### src/hw/rtl/assert_macros.svh
// ----------------------------------------------------------------------------
// Assertion macros
// Shared concurrent assertion forms, clocked on clk and held off during reset.
// ----------------------------------------------------------------------------
`ifndef ASSERT_MACROS_SVH
`define ASSERT_MACROS_SVH

// check cons in the same cycle as ante
`define ASSERT_SAME(label, ante, cons, msg) \
    label: assert property (@(posedge clk) disable iff (!rst_n) (ante) |-> (cons)) \
        else $error(msg);

// check cons in the cycle after ante
`define ASSERT_NEXT(label, ante, cons, msg) \
    label: assert property (@(posedge clk) disable iff (!rst_n) (ante) |=> (cons)) \
        else $error(msg);

`endif

### src/hw/rtl/trc_pkg.sv
// ----------------------------------------------------------------------------
// Timer rate calibrator package
// Word types, register indexes, codes and shared helpers.
// ----------------------------------------------------------------------------
`default_nettype none

package trc_pkg;

    localparam int TIMER_WIDTH = 32;
    localparam int MAX_ROUNDS  = 15;
    localparam int RATE_W      = 32;
    localparam int TICK_W      = 32;
    localparam int SUM_W       = 36;
    localparam int CNT_W       = 4;
    localparam int WIN_W       = 8;
    localparam int CFG_DATA_W  = 32;
    localparam int CFG_IDX_W   = 2;
    localparam int QUEUE_DEPTH = 4;

    localparam logic [CFG_IDX_W-1:0] REG_WINDOW_TICKS = 2'd0;
    localparam logic [CFG_IDX_W-1:0] REG_ROUND_LIMIT  = 2'd1;
    localparam logic [CFG_IDX_W-1:0] REG_PRESET_RATE  = 2'd2;

    localparam logic [1:0] SRC_MEASURED = 2'd0;
    localparam logic [1:0] SRC_PRESET   = 2'd1;
    localparam logic [1:0] SRC_FAILED   = 2'd2;

    localparam logic KIND_START  = 1'b0;
    localparam logic KIND_SAMPLE = 1'b1;

    typedef struct packed {
        logic              kind;
        logic [RATE_W-1:0] timer_count;
        logic [TICK_W-1:0] ref_tick;
    } in_word_t;

    typedef struct packed {
        logic [RATE_W-1:0] rate;
        logic [1:0]        source;
        logic [CNT_W-1:0]  good_rounds;
    } out_word_t;

    typedef struct packed {
        logic [WIN_W-1:0]  window_ticks;
        logic [CNT_W-1:0]  round_limit;
        logic [RATE_W-1:0] preset_rate;
    } cfg_t;

    typedef enum logic {
        OP_EVAL,
        OP_PRESET
    } job_op_t;

    typedef struct packed {
        job_op_t op;
        logic    first;
        logic    last;
        logic    edges_ok;
    } job_ctl_t;

    typedef enum logic [1:0] {
        PH_IDLE,
        PH_FIRST,
        PH_START_EDGE,
        PH_END_EDGE
    } phase_t;

    typedef enum logic [1:0] {
        BK_IDLE,
        BK_HI,
        BK_LO,
        BK_MEAN
    } bk_state_t;

    function automatic logic [WIN_W-1:0] eff_window(input logic [WIN_W-1:0] w);
        logic [WIN_W-1:0] r;
        r = (w == '0) ? WIN_W'(1) : w;
        return r;
    endfunction

endpackage

`default_nettype wire

### src/hw/rtl/timer_rate_calibrator.sv
// ----------------------------------------------------------------------------
// Timer rate calibrator
// Measures free-running timer counts per reference tick over several rounds.
// ----------------------------------------------------------------------------
// Start and sample words are taken one per cycle while the four-entry job
// queue has room. A start with a nonzero preset rate queues a job that the
// back unit, once free, turns into the preset result word through the queue
// and the result register. Each round end queues one job that the back unit
// runs on a shared one-bit-per-cycle divider of DW = max(TIMER_WIDTH, 36) bits:
// the two rate divisions by the window hold the back unit each round,
// overlapped with sampling of later rounds. On the last round the mean takes
// a third division before the result is valid, if any round was good; else a
// failed result word is given without it. A waiting result holds the back
// unit; once the queue fills, input stalls. No clearing pass follows reset.
// Configuration must be written only while idle; the block does not enforce it.
`default_nettype none

`include "assert_macros.svh"

module timer_rate_calibrator #(
    parameter int TIMER_WIDTH = trc_pkg::TIMER_WIDTH
) (
    input  wire logic                              clk,
    input  wire logic                              rst_n,
    input  wire logic                              cfg_we,
    input  wire logic [trc_pkg::CFG_IDX_W-1:0]     cfg_index,
    input  wire logic [trc_pkg::CFG_DATA_W-1:0]    cfg_data,
    input  wire logic                              in_valid,
    output logic                                   in_ready,
    input  wire trc_pkg::in_word_t                 in_word,
    output logic                                   out_valid,
    input  wire logic                              out_ready,
    output trc_pkg::out_word_t                     out_word
);

    localparam int TW  = TIMER_WIDTH;
    localparam int QW  = $bits(trc_pkg::job_ctl_t) + 2 * TW;

    trc_pkg::cfg_t     cfg_reg, cfg_next;
    logic              q_push, q_pop, q_full, q_empty;
    trc_pkg::job_ctl_t push_ctl, head_ctl;
    logic [TW-1:0]     push_dhi, push_dlo, head_dhi, head_dlo;
    logic [QW-1:0]     head_data;

    always_comb
    begin
        cfg_next = cfg_reg;
        if (cfg_we)
        begin
            unique case (cfg_index)
                trc_pkg::REG_WINDOW_TICKS: cfg_next.window_ticks = cfg_data[trc_pkg::WIN_W-1:0];
                trc_pkg::REG_ROUND_LIMIT:  cfg_next.round_limit  = cfg_data[trc_pkg::CNT_W-1:0];
                trc_pkg::REG_PRESET_RATE:  cfg_next.preset_rate  = cfg_data[trc_pkg::RATE_W-1:0];
                default:                   cfg_next = cfg_reg;
            endcase
        end
    end

    always_ff @(posedge clk or negedge rst_n)
    begin
        if (!rst_n)
        begin
            cfg_reg <= '{window_ticks: trc_pkg::WIN_W'(1),
                         round_limit: trc_pkg::CNT_W'(5),
                         preset_rate: '0};
        end
        else
        begin
            cfg_reg <= cfg_next;
        end
    end

    trc_front #(.TIMER_WIDTH(TW)) u_front (
        .clk      (clk),
        .rst_n    (rst_n),
        .cfg      (cfg_reg),
        .in_valid (in_valid),
        .in_ready (in_ready),
        .in_word  (in_word),
        .q_full   (q_full),
        .q_push   (q_push),
        .q_ctl    (push_ctl),
        .q_dhi    (push_dhi),
        .q_dlo    (push_dlo)
    );

    trc_queue #(.WIDTH(QW), .DEPTH(trc_pkg::QUEUE_DEPTH)) u_queue (
        .clk       (clk),
        .rst_n     (rst_n),
        .push      (q_push),
        .push_data ({push_ctl, push_dhi, push_dlo}),
        .pop       (q_pop),
        .head_data (head_data),
        .full      (q_full),
        .empty     (q_empty)
    );

    assign head_ctl = trc_pkg::job_ctl_t'(head_data[QW-1 -: $bits(trc_pkg::job_ctl_t)]);
    assign head_dhi = head_data[2*TW-1:TW];
    assign head_dlo = head_data[TW-1:0];

    trc_back #(.TIMER_WIDTH(TW)) u_back (
        .clk       (clk),
        .rst_n     (rst_n),
        .cfg       (cfg_reg),
        .q_empty   (q_empty),
        .q_ctl     (head_ctl),
        .q_dhi     (head_dhi),
        .q_dlo     (head_dlo),
        .q_pop     (q_pop),
        .out_valid (out_valid),
        .out_ready (out_ready),
        .out_word  (out_word)
    );

    `ASSERT_SAME(a_no_overflow, q_push, !q_full, "job pushed into a full queue")
    `ASSERT_SAME(a_fail_word, out_valid && out_word.source == trc_pkg::SRC_FAILED,
                 out_word.rate == '0 && out_word.good_rounds == '0, "bad failure word")
    `ASSERT_SAME(a_measured_cnt, out_valid && out_word.source == trc_pkg::SRC_MEASURED,
                 out_word.good_rounds != '0, "measured word without good rounds")
    `ASSERT_SAME(a_pop_nonempty, q_pop, !q_empty, "job popped from an empty queue")
    `ASSERT_NEXT(a_out_hold, out_valid && !out_ready, out_valid && $stable(out_word),
                 "result word dropped or changed while waiting")

endmodule

`default_nettype wire

### src/hw/rtl/trc_queue.sv
// ----------------------------------------------------------------------------
// Job queue
// Small flop-based FIFO between the front and the back.
// ----------------------------------------------------------------------------
`default_nettype none

module trc_queue #(
    parameter int WIDTH = 8,
    parameter int DEPTH = trc_pkg::QUEUE_DEPTH
) (
    input  wire logic             clk,
    input  wire logic             rst_n,
    input  wire logic             push,
    input  wire logic [WIDTH-1:0] push_data,
    input  wire logic             pop,
    output logic [WIDTH-1:0]      head_data,
    output logic                  full,
    output logic                  empty
);

    localparam int PTR_W = (DEPTH > 1) ? $clog2(DEPTH) : 1;
    localparam int CNT_W = $clog2(DEPTH + 1);

    logic [WIDTH-1:0] mem_reg [DEPTH];
    logic [PTR_W-1:0] wr_ptr_reg, wr_ptr_next;
    logic [PTR_W-1:0] rd_ptr_reg, rd_ptr_next;
    logic [CNT_W-1:0] count_reg, count_next;
    logic             do_push, do_pop;

    assign full      = (count_reg == CNT_W'(DEPTH));
    assign empty     = (count_reg == '0);
    assign head_data = mem_reg[rd_ptr_reg];
    assign do_push   = push && !full;
    assign do_pop    = pop && !empty;

    always_comb
    begin
        wr_ptr_next = wr_ptr_reg;
        rd_ptr_next = rd_ptr_reg;
        count_next  = count_reg;
        if (do_push)
        begin
            wr_ptr_next = (wr_ptr_reg == PTR_W'(DEPTH - 1)) ? '0 : wr_ptr_reg + 1'b1;
        end
        if (do_pop)
        begin
            rd_ptr_next = (rd_ptr_reg == PTR_W'(DEPTH - 1)) ? '0 : rd_ptr_reg + 1'b1;
        end
        if (do_push && !do_pop)
        begin
            count_next = count_reg + 1'b1;
        end
        else if (do_pop && !do_push)
        begin
            count_next = count_reg - 1'b1;
        end
    end

    always_ff @(posedge clk or negedge rst_n)
    begin
        if (!rst_n)
        begin
            wr_ptr_reg <= '0;
            rd_ptr_reg <= '0;
            count_reg  <= '0;
        end
        else
        begin
            wr_ptr_reg <= wr_ptr_next;
            rd_ptr_reg <= rd_ptr_next;
            count_reg  <= count_next;
        end
    end

    always_ff @(posedge clk)
    begin
        if (do_push)
        begin
            mem_reg[wr_ptr_reg] <= push_data;
        end
    end

endmodule

`default_nettype wire

### src/hw/rtl/trc_front.sv
// ----------------------------------------------------------------------------
// Calibrator front
// Accepts words, tracks window edges per round and queues evaluation and preset jobs.
// ----------------------------------------------------------------------------
`default_nettype none

module trc_front #(
    parameter int TIMER_WIDTH = trc_pkg::TIMER_WIDTH
) (
    input  wire logic                   clk,
    input  wire logic                   rst_n,
    input  wire trc_pkg::cfg_t          cfg,
    input  wire logic                   in_valid,
    output logic                        in_ready,
    input  wire trc_pkg::in_word_t      in_word,
    input  wire logic                   q_full,
    output logic                        q_push,
    output trc_pkg::job_ctl_t           q_ctl,
    output logic [TIMER_WIDTH-1:0]      q_dhi,
    output logic [TIMER_WIDTH-1:0]      q_dlo
);

    localparam int TW = TIMER_WIDTH;

    trc_pkg::phase_t               phase_reg, phase_next;
    logic [trc_pkg::TICK_W-1:0]    base_reg, base_next;
    logic [TW-1:0]                 bs_reg, bs_next;
    logic [TW-1:0]                 as_reg, as_next;
    logic [TW-1:0]                 aft_reg, aft_next;
    logic [TW-1:0]                 be_reg, be_next;
    logic [TW-1:0]                 ae_reg, ae_next;
    logic                          bs_ok_reg, bs_ok_next;
    logic                          be_ok_reg, be_ok_next;
    logic [trc_pkg::CNT_W-1:0]     rounds_reg, rounds_next;
    logic                          first_reg, first_next;

    logic                          accept;
    logic [TW-1:0]                 tv;
    logic [trc_pkg::TICK_W-1:0]    tick;
    logic [trc_pkg::TICK_W-1:0]    lim_start, lim_end, d_start, d_end;
    logic                          np_start, np_end;
    logic [trc_pkg::CNT_W-1:0]     eff_rounds, rounds_inc;
    logic                          last_round;

    assign in_ready = !q_full;
    assign accept   = in_valid && in_ready;
    assign tv       = TW'(in_word.timer_count);
    assign tick     = in_word.ref_tick;

    assign lim_start = base_reg + trc_pkg::TICK_W'(1);
    assign lim_end   = lim_start
                     + trc_pkg::TICK_W'(trc_pkg::eff_window(cfg.window_ticks));
    assign d_start   = tick - lim_start;
    assign d_end     = tick - lim_end;
    assign np_start  = (d_start == '0) || d_start[trc_pkg::TICK_W-1];
    assign np_end    = (d_end == '0) || d_end[trc_pkg::TICK_W-1];

    assign eff_rounds = (cfg.round_limit == '0) ? trc_pkg::CNT_W'(1) :
                        (cfg.round_limit > trc_pkg::CNT_W'(trc_pkg::MAX_ROUNDS)) ?
                        trc_pkg::CNT_W'(trc_pkg::MAX_ROUNDS) : cfg.round_limit;
    assign rounds_inc = rounds_reg + 1'b1;
    assign last_round = !(rounds_inc < eff_rounds);

    always_comb
    begin
        phase_next  = phase_reg;
        base_next   = base_reg;
        bs_next     = bs_reg;
        as_next     = as_reg;
        aft_next    = aft_reg;
        be_next     = be_reg;
        ae_next     = ae_reg;
        bs_ok_next  = bs_ok_reg;
        be_ok_next  = be_ok_reg;
        rounds_next = rounds_reg;
        first_next  = first_reg;
        q_push      = 1'b0;
        q_ctl       = '{op: trc_pkg::OP_EVAL, first: first_reg, last: last_round,
                        edges_ok: bs_ok_reg && be_ok_reg};
        q_dhi       = tv - bs_reg;
        q_dlo       = be_reg - aft_reg;

        if (accept)
        begin
            if (in_word.kind == trc_pkg::KIND_START)
            begin
                if (cfg.preset_rate != '0)
                begin
                    phase_next = trc_pkg::PH_IDLE;
                    q_push     = 1'b1;
                    q_ctl.op   = trc_pkg::OP_PRESET;
                end
                else
                begin
                    rounds_next = '0;
                    first_next  = 1'b1;
                    phase_next  = trc_pkg::PH_FIRST;
                end
            end
            else
            begin
                unique case (phase_reg)
                    trc_pkg::PH_FIRST:
                    begin
                        as_next    = tv;
                        base_next  = tick;
                        bs_ok_next = 1'b0;
                        phase_next = trc_pkg::PH_START_EDGE;
                    end
                    trc_pkg::PH_START_EDGE:
                    begin
                        if (np_start)
                        begin
                            bs_next    = as_reg;
                            bs_ok_next = 1'b1;
                            as_next    = tv;
                        end
                        else
                        begin
                            aft_next   = tv;
                            ae_next    = tv;
                            be_ok_next = 1'b0;
                            phase_next = trc_pkg::PH_END_EDGE;
                        end
                    end
                    trc_pkg::PH_END_EDGE:
                    begin
                        if (np_end)
                        begin
                            be_next    = ae_reg;
                            be_ok_next = 1'b1;
                            ae_next    = tv;
                        end
                        else
                        begin
                            q_push      = 1'b1;
                            first_next  = 1'b0;
                            rounds_next = rounds_inc;
                            phase_next  = last_round ? trc_pkg::PH_IDLE : trc_pkg::PH_FIRST;
                        end
                    end
                    default:
                    begin
                        phase_next = phase_reg;
                    end
                endcase
            end
        end
    end

    always_ff @(posedge clk or negedge rst_n)
    begin
        if (!rst_n)
        begin
            phase_reg  <= trc_pkg::PH_IDLE;
            bs_ok_reg  <= 1'b0;
            be_ok_reg  <= 1'b0;
            rounds_reg <= '0;
            first_reg  <= 1'b0;
        end
        else
        begin
            phase_reg  <= phase_next;
            bs_ok_reg  <= bs_ok_next;
            be_ok_reg  <= be_ok_next;
            rounds_reg <= rounds_next;
            first_reg  <= first_next;
        end
    end

    always_ff @(posedge clk)
    begin
        base_reg <= base_next;
        bs_reg   <= bs_next;
        as_reg   <= as_next;
        aft_reg  <= aft_next;
        be_reg   <= be_next;
        ae_reg   <= ae_next;
    end

endmodule

`default_nettype wire

### src/hw/rtl/trc_div.sv
// ----------------------------------------------------------------------------
// Serial divider
// Restoring division, one quotient bit per cycle, by a narrow divisor.
// ----------------------------------------------------------------------------
`default_nettype none

module trc_div #(
    parameter int WIDTH = trc_pkg::SUM_W
) (
    input  wire logic                      clk,
    input  wire logic                      rst_n,
    input  wire logic                      start,
    input  wire logic [WIDTH-1:0]          dividend,
    input  wire logic [trc_pkg::WIN_W-1:0] divisor,
    output logic                           done,
    output logic [WIDTH-1:0]               quotient
);

    localparam int DV = trc_pkg::WIN_W;
    localparam int CW = $clog2(WIDTH + 1);

    logic [WIDTH-1:0] quot_reg, quot_next;
    logic [DV-1:0]    rem_reg, rem_next;
    logic [DV-1:0]    dvs_reg, dvs_next;
    logic [CW-1:0]    count_reg, count_next;
    logic             busy_reg, busy_next;
    logic             done_reg, done_next;
    logic [DV:0]      rem_sh, rem_sub;
    logic             ge;

    assign done     = done_reg;
    assign quotient = quot_reg;
    assign rem_sh   = {rem_reg, quot_reg[WIDTH-1]};
    assign rem_sub  = rem_sh - {1'b0, dvs_reg};
    assign ge       = (rem_sh >= {1'b0, dvs_reg});

    always_comb
    begin
        quot_next  = quot_reg;
        rem_next   = rem_reg;
        dvs_next   = dvs_reg;
        count_next = count_reg;
        busy_next  = busy_reg;
        done_next  = 1'b0;
        if (start && !busy_reg)
        begin
            quot_next  = dividend;
            rem_next   = '0;
            dvs_next   = divisor;
            count_next = CW'(WIDTH);
            busy_next  = 1'b1;
        end
        else if (busy_reg)
        begin
            quot_next  = {quot_reg[WIDTH-2:0], ge};
            rem_next   = ge ? rem_sub[DV-1:0] : rem_sh[DV-1:0];
            count_next = count_reg - 1'b1;
            if (count_reg == CW'(1))
            begin
                busy_next = 1'b0;
                done_next = 1'b1;
            end
        end
    end

    always_ff @(posedge clk or negedge rst_n)
    begin
        if (!rst_n)
        begin
            busy_reg  <= 1'b0;
            done_reg  <= 1'b0;
            count_reg <= '0;
        end
        else
        begin
            busy_reg  <= busy_next;
            done_reg  <= done_next;
            count_reg <= count_next;
        end
    end

    always_ff @(posedge clk)
    begin
        quot_reg <= quot_next;
        rem_reg  <= rem_next;
        dvs_reg  <= dvs_next;
    end

endmodule

`default_nettype wire

### src/hw/rtl/trc_back.sv
// ----------------------------------------------------------------------------
// Calibrator back
// Runs queued jobs: rate divisions, round grading, averaging and the result.
// ----------------------------------------------------------------------------
`default_nettype none

module trc_back #(
    parameter int TIMER_WIDTH = trc_pkg::TIMER_WIDTH
) (
    input  wire logic                   clk,
    input  wire logic                   rst_n,
    input  wire trc_pkg::cfg_t          cfg,
    input  wire logic                   q_empty,
    input  wire trc_pkg::job_ctl_t      q_ctl,
    input  wire logic [TIMER_WIDTH-1:0] q_dhi,
    input  wire logic [TIMER_WIDTH-1:0] q_dlo,
    output logic                        q_pop,
    output logic                        out_valid,
    input  wire logic                   out_ready,
    output trc_pkg::out_word_t          out_word
);

    localparam int TW = TIMER_WIDTH;
    localparam int DW = (TW > trc_pkg::SUM_W) ? TW : trc_pkg::SUM_W;
    localparam int RW = trc_pkg::RATE_W;

    trc_pkg::bk_state_t        state_reg, state_next;
    trc_pkg::job_ctl_t         ctl_reg, ctl_next;
    logic [TW-1:0]             dlo_reg, dlo_next;
    logic [TW-1:0]             hi_reg, hi_next;
    logic [trc_pkg::SUM_W-1:0] sum_reg, sum_next;
    logic [trc_pkg::CNT_W-1:0] cnt_reg, cnt_next;
    logic                      out_valid_reg, out_valid_next;
    trc_pkg::out_word_t        out_word_reg, out_word_next;

    logic                      div_start, div_done;
    logic [DW-1:0]             div_dividend, div_quot;
    logic [trc_pkg::WIN_W-1:0] div_divisor, win;
    logic [TW-1:0]             lo, spread;
    logic [DW-1:0]             hi_wide;
    logic [RW-1:0]             hi_sat, mean_sat;
    logic                      good;
    logic [trc_pkg::SUM_W-1:0] sum_upd;
    logic [trc_pkg::CNT_W-1:0] cnt_upd;

    trc_div #(.WIDTH(DW)) u_div (
        .clk      (clk),
        .rst_n    (rst_n),
        .start    (div_start),
        .dividend (div_dividend),
        .divisor  (div_divisor),
        .done     (div_done),
        .quotient (div_quot)
    );

    assign out_valid = out_valid_reg;
    assign out_word  = out_word_reg;
    assign win       = trc_pkg::eff_window(cfg.window_ticks);

    assign lo       = TW'(div_quot);
    assign spread   = hi_reg - lo;
    assign good     = ctl_reg.edges_ok && (spread < (hi_reg >> 3));
    assign hi_wide  = DW'(hi_reg);
    assign hi_sat   = (|hi_wide[DW-1:RW]) ? '1 : hi_wide[RW-1:0];
    assign sum_upd  = good ? sum_reg + trc_pkg::SUM_W'(hi_sat) : sum_reg;
    assign cnt_upd  = good ? cnt_reg + 1'b1 : cnt_reg;
    assign mean_sat = (|div_quot[DW-1:RW]) ? '1 : div_quot[RW-1:0];

    always_comb
    begin
        state_next     = state_reg;
        ctl_next       = ctl_reg;
        dlo_next       = dlo_reg;
        hi_next        = hi_reg;
        sum_next       = sum_reg;
        cnt_next       = cnt_reg;
        out_valid_next = out_valid_reg && !out_ready;
        out_word_next  = out_word_reg;
        q_pop          = 1'b0;
        div_start      = 1'b0;
        div_dividend   = DW'(q_dhi);
        div_divisor    = win;

        unique case (state_reg)
            trc_pkg::BK_IDLE:
            begin
                if (!q_empty && !out_valid_reg)
                begin
                    q_pop = 1'b1;
                    if (q_ctl.op == trc_pkg::OP_PRESET)
                    begin
                        out_valid_next = 1'b1;
                        out_word_next  = '{rate: cfg.preset_rate,
                                          source: trc_pkg::SRC_PRESET,
                                          good_rounds: '0};
                    end
                    else
                    begin
                        ctl_next  = q_ctl;
                        dlo_next  = q_dlo;
                        if (q_ctl.first)
                        begin
                            sum_next = '0;
                            cnt_next = '0;
                        end
                        div_start  = 1'b1;
                        state_next = trc_pkg::BK_HI;
                    end
                end
            end
            trc_pkg::BK_HI:
            begin
                if (div_done)
                begin
                    hi_next      = TW'(div_quot);
                    div_start    = 1'b1;
                    div_dividend = DW'(dlo_reg);
                    state_next   = trc_pkg::BK_LO;
                end
            end
            trc_pkg::BK_LO:
            begin
                if (div_done)
                begin
                    sum_next   = sum_upd;
                    cnt_next   = cnt_upd;
                    state_next = trc_pkg::BK_IDLE;
                    if (ctl_reg.last)
                    begin
                        if (cnt_upd == '0)
                        begin
                            out_valid_next = 1'b1;
                            out_word_next  = '{rate: '0,
                                              source: trc_pkg::SRC_FAILED,
                                              good_rounds: '0};
                        end
                        else
                        begin
                            div_start    = 1'b1;
                            div_dividend = DW'(sum_upd);
                            div_divisor  = trc_pkg::WIN_W'(cnt_upd);
                            state_next   = trc_pkg::BK_MEAN;
                        end
                    end
                end
            end
            trc_pkg::BK_MEAN:
            begin
                if (div_done)
                begin
                    out_valid_next = 1'b1;
                    out_word_next  = '{rate: mean_sat,
                                      source: trc_pkg::SRC_MEASURED,
                                      good_rounds: cnt_reg};
                    state_next     = trc_pkg::BK_IDLE;
                end
            end
            default:
            begin
                state_next = trc_pkg::BK_IDLE;
            end
        endcase
    end

    always_ff @(posedge clk or negedge rst_n)
    begin
        if (!rst_n)
        begin
            state_reg     <= trc_pkg::BK_IDLE;
            out_valid_reg <= 1'b0;
        end
        else
        begin
            state_reg     <= state_next;
            out_valid_reg <= out_valid_next;
        end
    end

    always_ff @(posedge clk)
    begin
        ctl_reg      <= ctl_next;
        dlo_reg      <= dlo_next;
        hi_reg       <= hi_next;
        sum_reg      <= sum_next;
        cnt_reg      <= cnt_next;
        out_word_reg <= out_word_next;
    end

endmodule

`default_nettype wire

### config.mk
export PLATFORM = sky130hd
export DESIGN_NAME = timer_rate_calibrator
export DESIGN_NICKNAME = d
export VERILOG_FILES = /design/src/hw/rtl/trc_pkg.sv /design/src/hw/rtl/timer_rate_calibrator.sv /design/src/hw/rtl/trc_queue.sv /design/src/hw/rtl/trc_front.sv /design/src/hw/rtl/trc_div.sv /design/src/hw/rtl/trc_back.sv
export VERILOG_INCLUDE_DIRS = /design/src /design/src/hw/rtl
export SDC_FILE = /design/constraint.sdc
export NUM_CORES = 1
export LEC_CHECK = 0
export BUFFER_PORTS_ARGS = -buffer_cell sky130_fd_sc_hd__buf_2
export CAP_MARGIN = 15
export CELL_PAD_IN_SITES_DETAIL_PLACEMENT = 1
export CELL_PAD_IN_SITES_GLOBAL_PLACEMENT = 2
export CORE_ASPECT_RATIO = 1.5
export CORE_UTILIZATION = 45
export CTS_BUF_LIST = sky130_fd_sc_hd__clkbuf_4 sky130_fd_sc_hd__clkbuf_8 sky130_fd_sc_hd__clkbuf_16
export CTS_CLUSTER_SIZE = 16
export DETAILED_ROUTE_END_ITERATION = 16
export MAX_ROUTING_LAYER = met4
export PLACE_DENSITY_LB_ADDON = 0.1
export SYNTH_ARGS = -nofsm -noshare
export SYNTH_HDL_FRONTEND = slang
export SYNTH_SLANG_ARGS = --single-unit
### constraint.sdc
create_clock -name clk -period 17.5 [get_ports clk]
set_clock_uncertainty 0.15 [all_clocks]
set_input_delay 0.875 -clock clk [delete_from_list [all_inputs] [get_ports clk]]
set_output_delay 0.875 -clock clk [all_outputs]
set_load 0.005 [all_outputs]
==> results of run 1 <==
==> cell families after synthesis <==
kind of cell	Yosys count	share of synthesized area
and+or+nand+nor	768	0.0970
AOI/OAI and AO/OA	822	0.136
adders and majority gates	279	0.0894
muxes	157	0.0619
xor gates and xnor gates	176	0.0387
DFF	731	0.537
buffers and inverters	405	0.0394
==> layer usage <==
layer | track usage | part of all wire
met4 | 0.0658 | 0.021
met2 | 0.468 | 0.53
met3 | 0.0290 | 0.032
met5 | - | 0
met1 | 0.310 | 0.42
==> critical path, cell delays in order (launching register included) <==
cell       delay, ns
edfxtp_1        0.41
ha_1            0.24
and2_1          0.22
and3_1          0.28
nand3_1         0.17
nor2_1          0.26
nand4_1         0.34
nor2_1          0.27
nand3_1         0.13
xnor2_1         0.16
ha_1            0.47
inv_1           0.13
ha_1            0.44
nor2b_1         0.09
a221o_1         0.27
nor4_1          0.35
o2111ai_1       0.17
a2111o_1        0.32
a2111oi_2       0.23
o2111ai_1       0.20
a2111oi_2       0.42
nand4_1         0.18
o21ai_1         0.16
buf_4           0.21
nor3b_4         0.20
buf_4           0.41
o21bai_4        0.51
==> synthesized netlist by cell type, types with 13 or more instances <==
cell	n
edfxtp_1	652
inv_1	307
ha_1	267
a21oi_1	227
nor2_1	197
nand2_1	170
xnor2_1	124
o21ai_0	105
a21o_1	69
dfrtp_1	68
mux4_2	68
clkbuf_1	63
nand3_1	62
nor3_1	60
xor2_1	51
a31oi_1	49
mux2_2	46
o21a_1	44
mux2i_1	43
nand2b_1	35
o22ai_1	35
and3_1	33
and2_1	32
nand4_1	31
o31ai_1	31
o21bai_1	30
nor2b_1	29
o21ai_1	29
o211ai_1	27
a211oi_1	25
nor4_1	25
or3_1	19
buf_2	18
o2111ai_1	17
nor3b_1	14
or2_2	13
==> cell type report <==
class / instances / share of cell area
sequential: 731 / 0.481
multi-input combinational: 2202 / 0.382
clock buffer: 93 / 0.0452
tap: 1147 / 0.0321
inverter: 310 / 0.0260
timing repair buffer: 181 / 0.0232
clock inverter: 43 / 0.00996
antenna: 1 / 0.0000560
==> final timing paths <==
kind                                startpoint                    end  slack [ns]  cells past startpoint
setup / recovery           u_front.base_reg[0]     u_front.ae_reg[21]        9.69                     26
hold / removal               u_front.ae_reg[2]      u_front.be_reg[2]        0.27                      0
setup reg to reg           u_front.base_reg[0]     u_front.ae_reg[21]        9.69                     26
hold reg to reg              u_front.ae_reg[2]      u_front.be_reg[2]        0.27                      0
max in group asynchronous                rst_n  u_queue.rd_ptr_reg[0]       15.47                      3
min in group asynchronous                rst_n   u_front.phase_reg[1]        0.50                      2
==> what timing repair did <==
item,CTS,global route
hold endpoints to repair,14,0
hold buffers,1,0
endpoints found under the setup margin,0,0
resized for setup,0,0
==> through the flow <==
stage | total power, mW | util
CTS | 6.43 | 0.509
detailed placement | 4.81 | 0.480
global placement | 4.73 | 0.480
finish | 6.36 | 0.509
floorplan | 4.04 | -
global route | 6.71 | 0.509
==> cells in the final DEF, fill, tap and decap left out, types with 17 or more instances in the layout <==
master,instances
nand4_1,31
and2_1,31
nand2b_1,35
buf_2,142
nor4_1,25
dfrtp_1,66
a31oi_1,49
nand3_1,62
and3_1,33
o31ai_1,31
edfxtp_1,652
o21bai_1,28
o211ai_1,27
nor2_1,194
clkbuf_16,74
mux4_2,68
nor3_1,57
o21ai_0,105
o21a_1,44
o21ai_1,29
o2111ai_1,17
xor2_1,51
or3_1,19
nor2b_1,29
a21oi_1,226
a211oi_1,25
xnor2_1,124
o22ai_1,35
a21o_1,69
mux2_2,46
inv_1,306
ha_1,267
mux2i_1,43
nand2_1,170
buf_4,36
==> power groups by stage <==
stage               sequential [mW]  clock, mW  combinational [mW]
floorplan                      2.46          0                1.57
global placement               2.49          0                2.24
detailed placement             2.51          0                2.29
CTS                            2.48       1.65                2.30
finish                         2.48       1.60                2.28
global route                   2.50       1.70                2.51
==> reports/results.tsv, run 1 <==
metric	value	unit
multi-input logic area	17100	um^2
minimum clock period	7.81	ns
synth top area cells	edfxtp_1 49%, ha_1 8.3%, dfrtp_1 4.2%	
largest net degree at the start of global routing	69	
number of vias per cell	5.82	
max cap viols	0	
post-route worst setup slack	9.69	ns
HP Class	reg -> reg	
Post-Route Setup TNS	0	ns
status	finished clean	
final wirelength	113	mm
H-tree depth	3	
Yosys warning count	0	
crit start category	register	
Period Utilization, post-route	0.446	
Clk pin slew, worst setup/hold paths	0.06	ns
unrepaired setup endpoints after global routing	no	
Seq/Total Area, Yosys	0.537	
hold_ws	0.268	ns
dpl cells	4569	
Congestion Overflow GR	0	
First-pass DRT Iterations	5	
DR vias	27400	
Die Wd	246	um
CTS max path bufs	3	
Net Count, Synth	3721	
ys async rst share	0.0971	
Filler cells	9177	
Rows	133	
num ports	144	
Setup Viol. Count Final	0	
CTS Buf Count	74	
synthesis-to-finish area growth	11.6	%
FMAX	128	MHz
final non-filler cell total	4708	
final instance area	44700	um^2
worst rel slew slack	0.210	
ys flop type	edfxtp_1	
Initial Util	0.456	
Clk pwr share	0.252	
Pleak	17.2	nW
TritonCTS clock tree	yes	
first-pass GRT wire length	175	mm
Pins Over Slew Limit	0	
cell taking the most area after synthesis	edfxtp_1	
DR iter-0 viols	1434	
Post-synth EDFFs	652	
Post-Syn Area per Cell	12.0	um^2
synthesis-stage register bit count	731	
CTS root buf	clkbuf_16	
Least-Margin Pin Slew	1.18	ns
VDD IR max	0.000110	V
layout cells sized above 1	0.140	
CP Max Fanout	34	
nets	3883	
crit end category	register	
cells after synthesis	3338	
DR WL/cell	24.0	um
Setup WS pre-CTS	9.64	ns
initial antenna violation count	1	
Critical Path AT	7.95	ns
core area	87900	um^2
Comb pwr share	0.359	
CP required	17.63	ns
max reg flops	272	
post-DP HPWL	86.5	mm
P_int	4.07	mW
switching share of power	0.360	
final hold violations	0	
P per Cell Area	142	nW/um^2
sw power	2.29	mW
area of placed instances	42200	um^2
crit path kind	reg -> reg	
die height	367	um
Port-buffer cells	143	
Sequential Area	21500	um^2
Post-CTS Setup Bufs	0	
post-synth top area share	0.489	
clock latency on the worst-skew pair	0.67	ns
gr usage total	0.261	
synthesized area	40100	um^2
Netlist cell types	103	
Placer Congestion	0.917	
DR DRC count	0	
vias in the first global route	29500	
Final ANT Viol Nets	0	
sequential share of power	0.389	
clock sinks	731	
Die ar.	90200	um^2
Power figures use the tool's default switching activity.
==> inputs of run 2 (changes only) <==
Settings changed: CORE_UTILIZATION 45 to 39.
Clock period 17.5 ns to 6.8 ns, I/O delays scaled along.
==> run 2 against run 1 <==
  * Die area grew 15%
  * Final cell count grew 7.6%
  * Sequential power grew to 2.6 times the previous value
  * Hold slack lost 0.17 ns
  * Wire length grew 4.7%
  * Setup slack lost 9.3 ns
  * Maximum frequency grew 21%
==> reports/results.tsv, run 2 (same netlist as run 1, synthesis figures left out) <==
metric	value	unit
Filler cells	10500	
final instance area	47400	um^2
crit end category	register	
max incr delay on CP	0.40	ns
largest net degree at the start of global routing	69	
final wirelength	118	mm
num ports	144	
DR vias	28100	
first-pass GRT wire length	181	mm
clock sinks	731	
commonest non-fill, non-tap cell in the layout	edfxtp_1	
Critical Path AT	6.65	ns
number of vias per cell	5.54	
final non-filler cell total	5067	
H-tree depth	3	
HP Class	in -> reg	
worst rel slew slack	0.233	
max reg flops	272	
die height	395	um
Die Wd	264	um
Period Utilization, post-route	0.947	
VDD IR max	0.000223	V
dpl cells	4798	
slowest cell on the critical path	a2111o_1	
Placer Congestion	0.894	
CTS Buf Count	79	
CP required	7.00	ns
core area	102000	um^2
Pins Over Slew Limit	0	
DR iter-0 viols	1519	
P per Cell Area	362	nW/um^2
Congestion Overflow GR	0	
Pleak	18.2	nW
Setup Viol. Count Final	0	
area of placed instances	43100	um^2
DR WL/cell	23.3	um
gr usage total	0.233	
post-DP HPWL	89.3	mm
FMAX	155	MHz
Sequential Area	21500	um^2
crit path kind	reg -> reg	
CTS max path bufs	3	
Critical Path Most Common Cell	buf_4	
layout cells sized above 1	0.171	
Post-Route Setup TNS	0	ns
status	finished clean	
minimum clock period	6.44	ns
max cap viols	0	
DR DRC count	0	
Rows	143	
final hold violations	0	
nets	4078	
CP Max Fanout	32	
most frequent cells in the layout	652 x edfxtp_1, 302 x inv_1, 257 x ha_1, 223 x a21oi_1, 192 x nor2_1	
vias in the first global route	30400	
TritonCTS clock tree	yes	
Initial Util	0.394	
First-pass DRT Iterations	5	
Port-buffer cells	143	
crit start category	register	
synthesis-to-finish area growth	18.2	%
Least-Margin Pin Slew	1.15	ns
initial antenna violation count	2	
clock latency on the worst-skew pair	0.68	ns
CTS root buf	clkbuf_16	
Die ar.	104000	um^2
Final ANT Viol Nets	0	
multi-input logic area	17400	um^2
Clk pin slew, worst setup/hold paths	0.06	ns
Util after Layout	0.466	
run 2: cell count changes in the layout (fill, tap and decap cells not counted), moves of 6 or more:
| cell | change |
|---|---|
| buf_4 | +72 |
| ha_1 | -10 |
| dlygate4sd3_1 | +101 |
| buf_12 | +13 |
| clkbuf_4 | -11 |
| ha_2 | +6 |
| clkinv_1 | +12 |
| clkbuf_16 | +7 |
run 2: power by group:
group	switching [mW]	internal, mW
clock	1.94	2.52
combinational	3.78	2.54
sequential	0.453	5.92
run 2: routing by layer:
layer / part of all wire / track usage / wire length, um
met5: 0 / - / 0
met3: 0.027 / 0.0217 / 3190
met2: 0.52 / 0.416 / 61500
met1: 0.43 / 0.277 / 50300
met4: 0.028 / 0.0703 / 3260
run 2: layout make-up:
class	count	share of cell area
Clock inverter	63	0.0142
Antenna cell	1	0.0000528
Multi-Input combinational cell	2202	0.368
Clock buffer	84	0.0429
Sequential cell	731	0.455
Tap cell	1305	0.0345
Inverter	310	0.0246
Timing Repair Buffer	371	0.0610
run 2: critical path, delay by kind of cell, from the launching register on:
family          cells  cell delay, ns
fa+ha+maj           3            0.85
xor+xnor            1            0.16
compound gates      8            1.98
simple gates       11            1.82
buf+inv             5            0.75
flops               1            0.39
run 2: stage by stage:
step	hold WS (ns)	total power, mW	setup slack (ns)
after floorplan	-0.106	10.4	0.00558
after global placement	0.135	12.4	0.124
after detailed placement	0.136	12.6	-0.0541
after CTS	0.0654	17.2	0.0662
after global routing	0.119	18.1	-0.0455
final	0.0952	17.1	0.357
run 2: timing repair:
action                                  4_1_cts  5_1_grt
resized for setup                             0       71
cloned                                        0        3
setup buffers                                 1       15
pin swaps                                     1       23
hold buffers                                102        0
endpoints found under the hold margin       195        0
endpoints found under the setup margin        1      560
run 2: path summary, 6_finish.rpt:
check	start	end	slack (ns)	cells after the start
setup / recovery	u_front.base_reg[0]	u_front.ae_reg[13]	0.36	28
hold / removal	in_valid	u_front.phase_reg[0]	0.1	4
setup reg to reg	u_front.base_reg[0]	u_front.ae_reg[13]	0.36	28
hold reg to reg	u_front.ae_reg[9]	u_front.be_reg[9]	0.25	0
max in group asynchronous	rst_n	u_queue.rd_ptr_reg[0]	4.90	3
min in group asynchronous	rst_n	cfg_reg[9]	0.34	3
==> inputs of run 3 (changes only) <==
Settings changed: CORE_ASPECT_RATIO 1.5 to default, REMOVE_ABC_BUFFERS from default to 1.
==> run 3 against run 2 <==
  * Clock power rose by 7.0%
  * Power is 2.5% higher
  * Clock-buffer cell count rose by 26
  * Final cell count rose by 2.2%
  * Global-route usage is 0.88 points higher
  * Flip-flop and latch count did not move
  * Utilization is 0.42 points higher
  * Critical path depth is the same
  * Register-to-register slack lost 0.10 ns
  * Largest power group unchanged
==> reports/results.tsv, run 3 (same netlist as run 1, synthesis figures left out) <==
metric	value	unit
DR DRC count	0	
Initial Util	0.394	
clock sinks	731	
final hold violations	0	
gr usage total	0.242	
max cap viols	0	
dpl cells	4908	
TritonCTS clock tree	yes	
DR WL/cell	23.6	um
final instance area	47800	um^2
CTS root buf	clkbuf_16	
Setup Viol. Count Final	0	
final wirelength	122	mm
VDD IR max	0.000304	V
vias in the first global route	29900	
worst hold stages	4	
initial antenna violation count	2	
first-pass GRT wire length	184	mm
final non-filler cell total	5178	
Placer Congestion	0.887	
max reg flops	272	
crit start category	register	
synthesis-to-finish area growth	19.4	%
Tot Pwr	17.6	mW
num ports	144	
most frequent cells in the layout	652 x edfxtp_1, 306 x inv_1, 264 x ha_1, 225 x a21oi_1, 192 x nor2_1	
worst rel slew slack	0.256	
commonest non-fill, non-tap cell in the layout	edfxtp_1	
post-route worst setup slack	0.252	ns
number of vias per cell	5.52	
DR vias	28600	
status	finished clean	
post-DP HPWL	92.1	mm
clock latency on the worst-skew pair	0.69	ns
H-tree depth	3	
die height	322	um
Util after Layout	0.470	
Worst Reg-to-Reg Cells	28	
Rows	117	
nets	4121	
CP required	7.07	ns
Pleak	18.6	nW
Port-buffer cells	143	
P per Cell Area	367	nW/um^2
Pins Over Slew Limit	0	
layout cells sized above 1	0.175	
HP Class	in -> reg	
crit end category	register	
Die ar.	104000	um^2
core area	102000	um^2
Critical Path AT	6.82	ns
minimum clock period	6.55	ns
hold_ws	0.0547	ns
Least-Margin Pin Slew	1.11	ns
DR iter-0 viols	1797	
Die Wd	322	um
slowest cell on the critical path	or4b_4	
Setup WS pre-CTS	-0.101	ns
Clk pin slew, worst setup/hold paths	0.06	ns
FMAX	153	MHz
Critical Path Most Common Cell	a21oi_1	
max incr delay on CP	0.59	ns
Congestion Overflow GR	0	
CP Max Fanout	5	
First-pass DRT Iterations	8	
Period Utilization, post-route	0.963	
largest net degree at the start of global routing	50	
CTS Buf Count	84	
crit path kind	reg -> reg	
Post-Route Setup TNS	0	ns
CTS max path bufs	3	
area of placed instances	43600	um^2
Filler cells	10700	
Final ANT Viol Nets	0	
[run 3: cell types whose count changed in the layout (fill, tap and decap cells not counted), moves of 5 or more]
cell	before	now
clkinv_2	14	22
clkbuf_16	81	86
ha_1	257	264
clkinvlp_4	7	1
clkbuf_4	4	17
clkbuf_8	0	8
buf_12	14	23
buf_4	108	135
clkinv_1	20	7
[run 3: power breakdown]
| group | switching, mW | internal [mW] | leakage, nW |
|---|---|---|---|
| sequential | 0.513 | 5.93 | 6.89 |
| clock | 1.97 | 2.79 | 1.47 |
| combinational | 3.83 | 2.54 | 10.2 |
| total | 6.31 | 11.3 | 18.6 |
[run 3: area by class of cell]
class                           count  area [um^2]  area share
Clock buffer                      110         2360      0.0494
Clock inverter                     47          573      0.0120
Inverter                          310         1160      0.0243
Antenna cell                        1         2.50   0.0000523
Sequential cell                   731        21500       0.450
Tap cell                         1368         1710      0.0358
Multi-Input combinational cell   2202        17200       0.360
Timing Repair Buffer              409         3290      0.0689
[run 3: worst max-delay path, delay by kind of cell (launching register included)]
kind	cells	cell delay, ns
compound gates	14	2.94
xor+xnor	1	0.17
fa+ha+maj	2	0.66
buf+inv	4	0.57
flops	1	0.41
mux	1	0.19
simple gates	6	1.19
[run 3: layer usage]
metal | GRT usage | vias up | wire length [um] | part of all wire
met5 | - | - | 0 | 0
met3 | 0.0351 | 148 | 5770 | 0.047
li1 | - | 13400 | - | -
met4 | 0.0623 | 0 | 2590 | 0.021
met1 | 0.338 | 14500 | 58600 | 0.48
met2 | 0.368 | 558 | 55400 | 0.45
[run 3: worst paths after layout]
kind                                                start                   endpoint  slack (ns)
min in group asynchronous                           rst_n                cfg_reg[24]        0.07
worst max register to register  u_back.u_div.quotient[16]  u_back.u_div.quotient[25]        0.25
worst min-delay path                         cfg_index[0]                cfg_reg[39]        0.05
worst max-delay path            u_back.u_div.quotient[16]  u_back.u_div.quotient[25]        0.25
max in group asynchronous                           rst_n      u_queue.rd_ptr_reg[0]        5.36
worst min register to register         u_front.ae_reg[12]         u_front.be_reg[12]        0.26
[run 3: repair_timing]
item / in CTS / in global routing
resized for setup: 2 / 34
endpoints found under the setup margin: 66 / 531
hold endpoints to repair: 211 / 0
pin swaps: 1 / 21
cloned: 0 / 2
buffers inserted: 1 / 4
hold buffers: 105 / 0
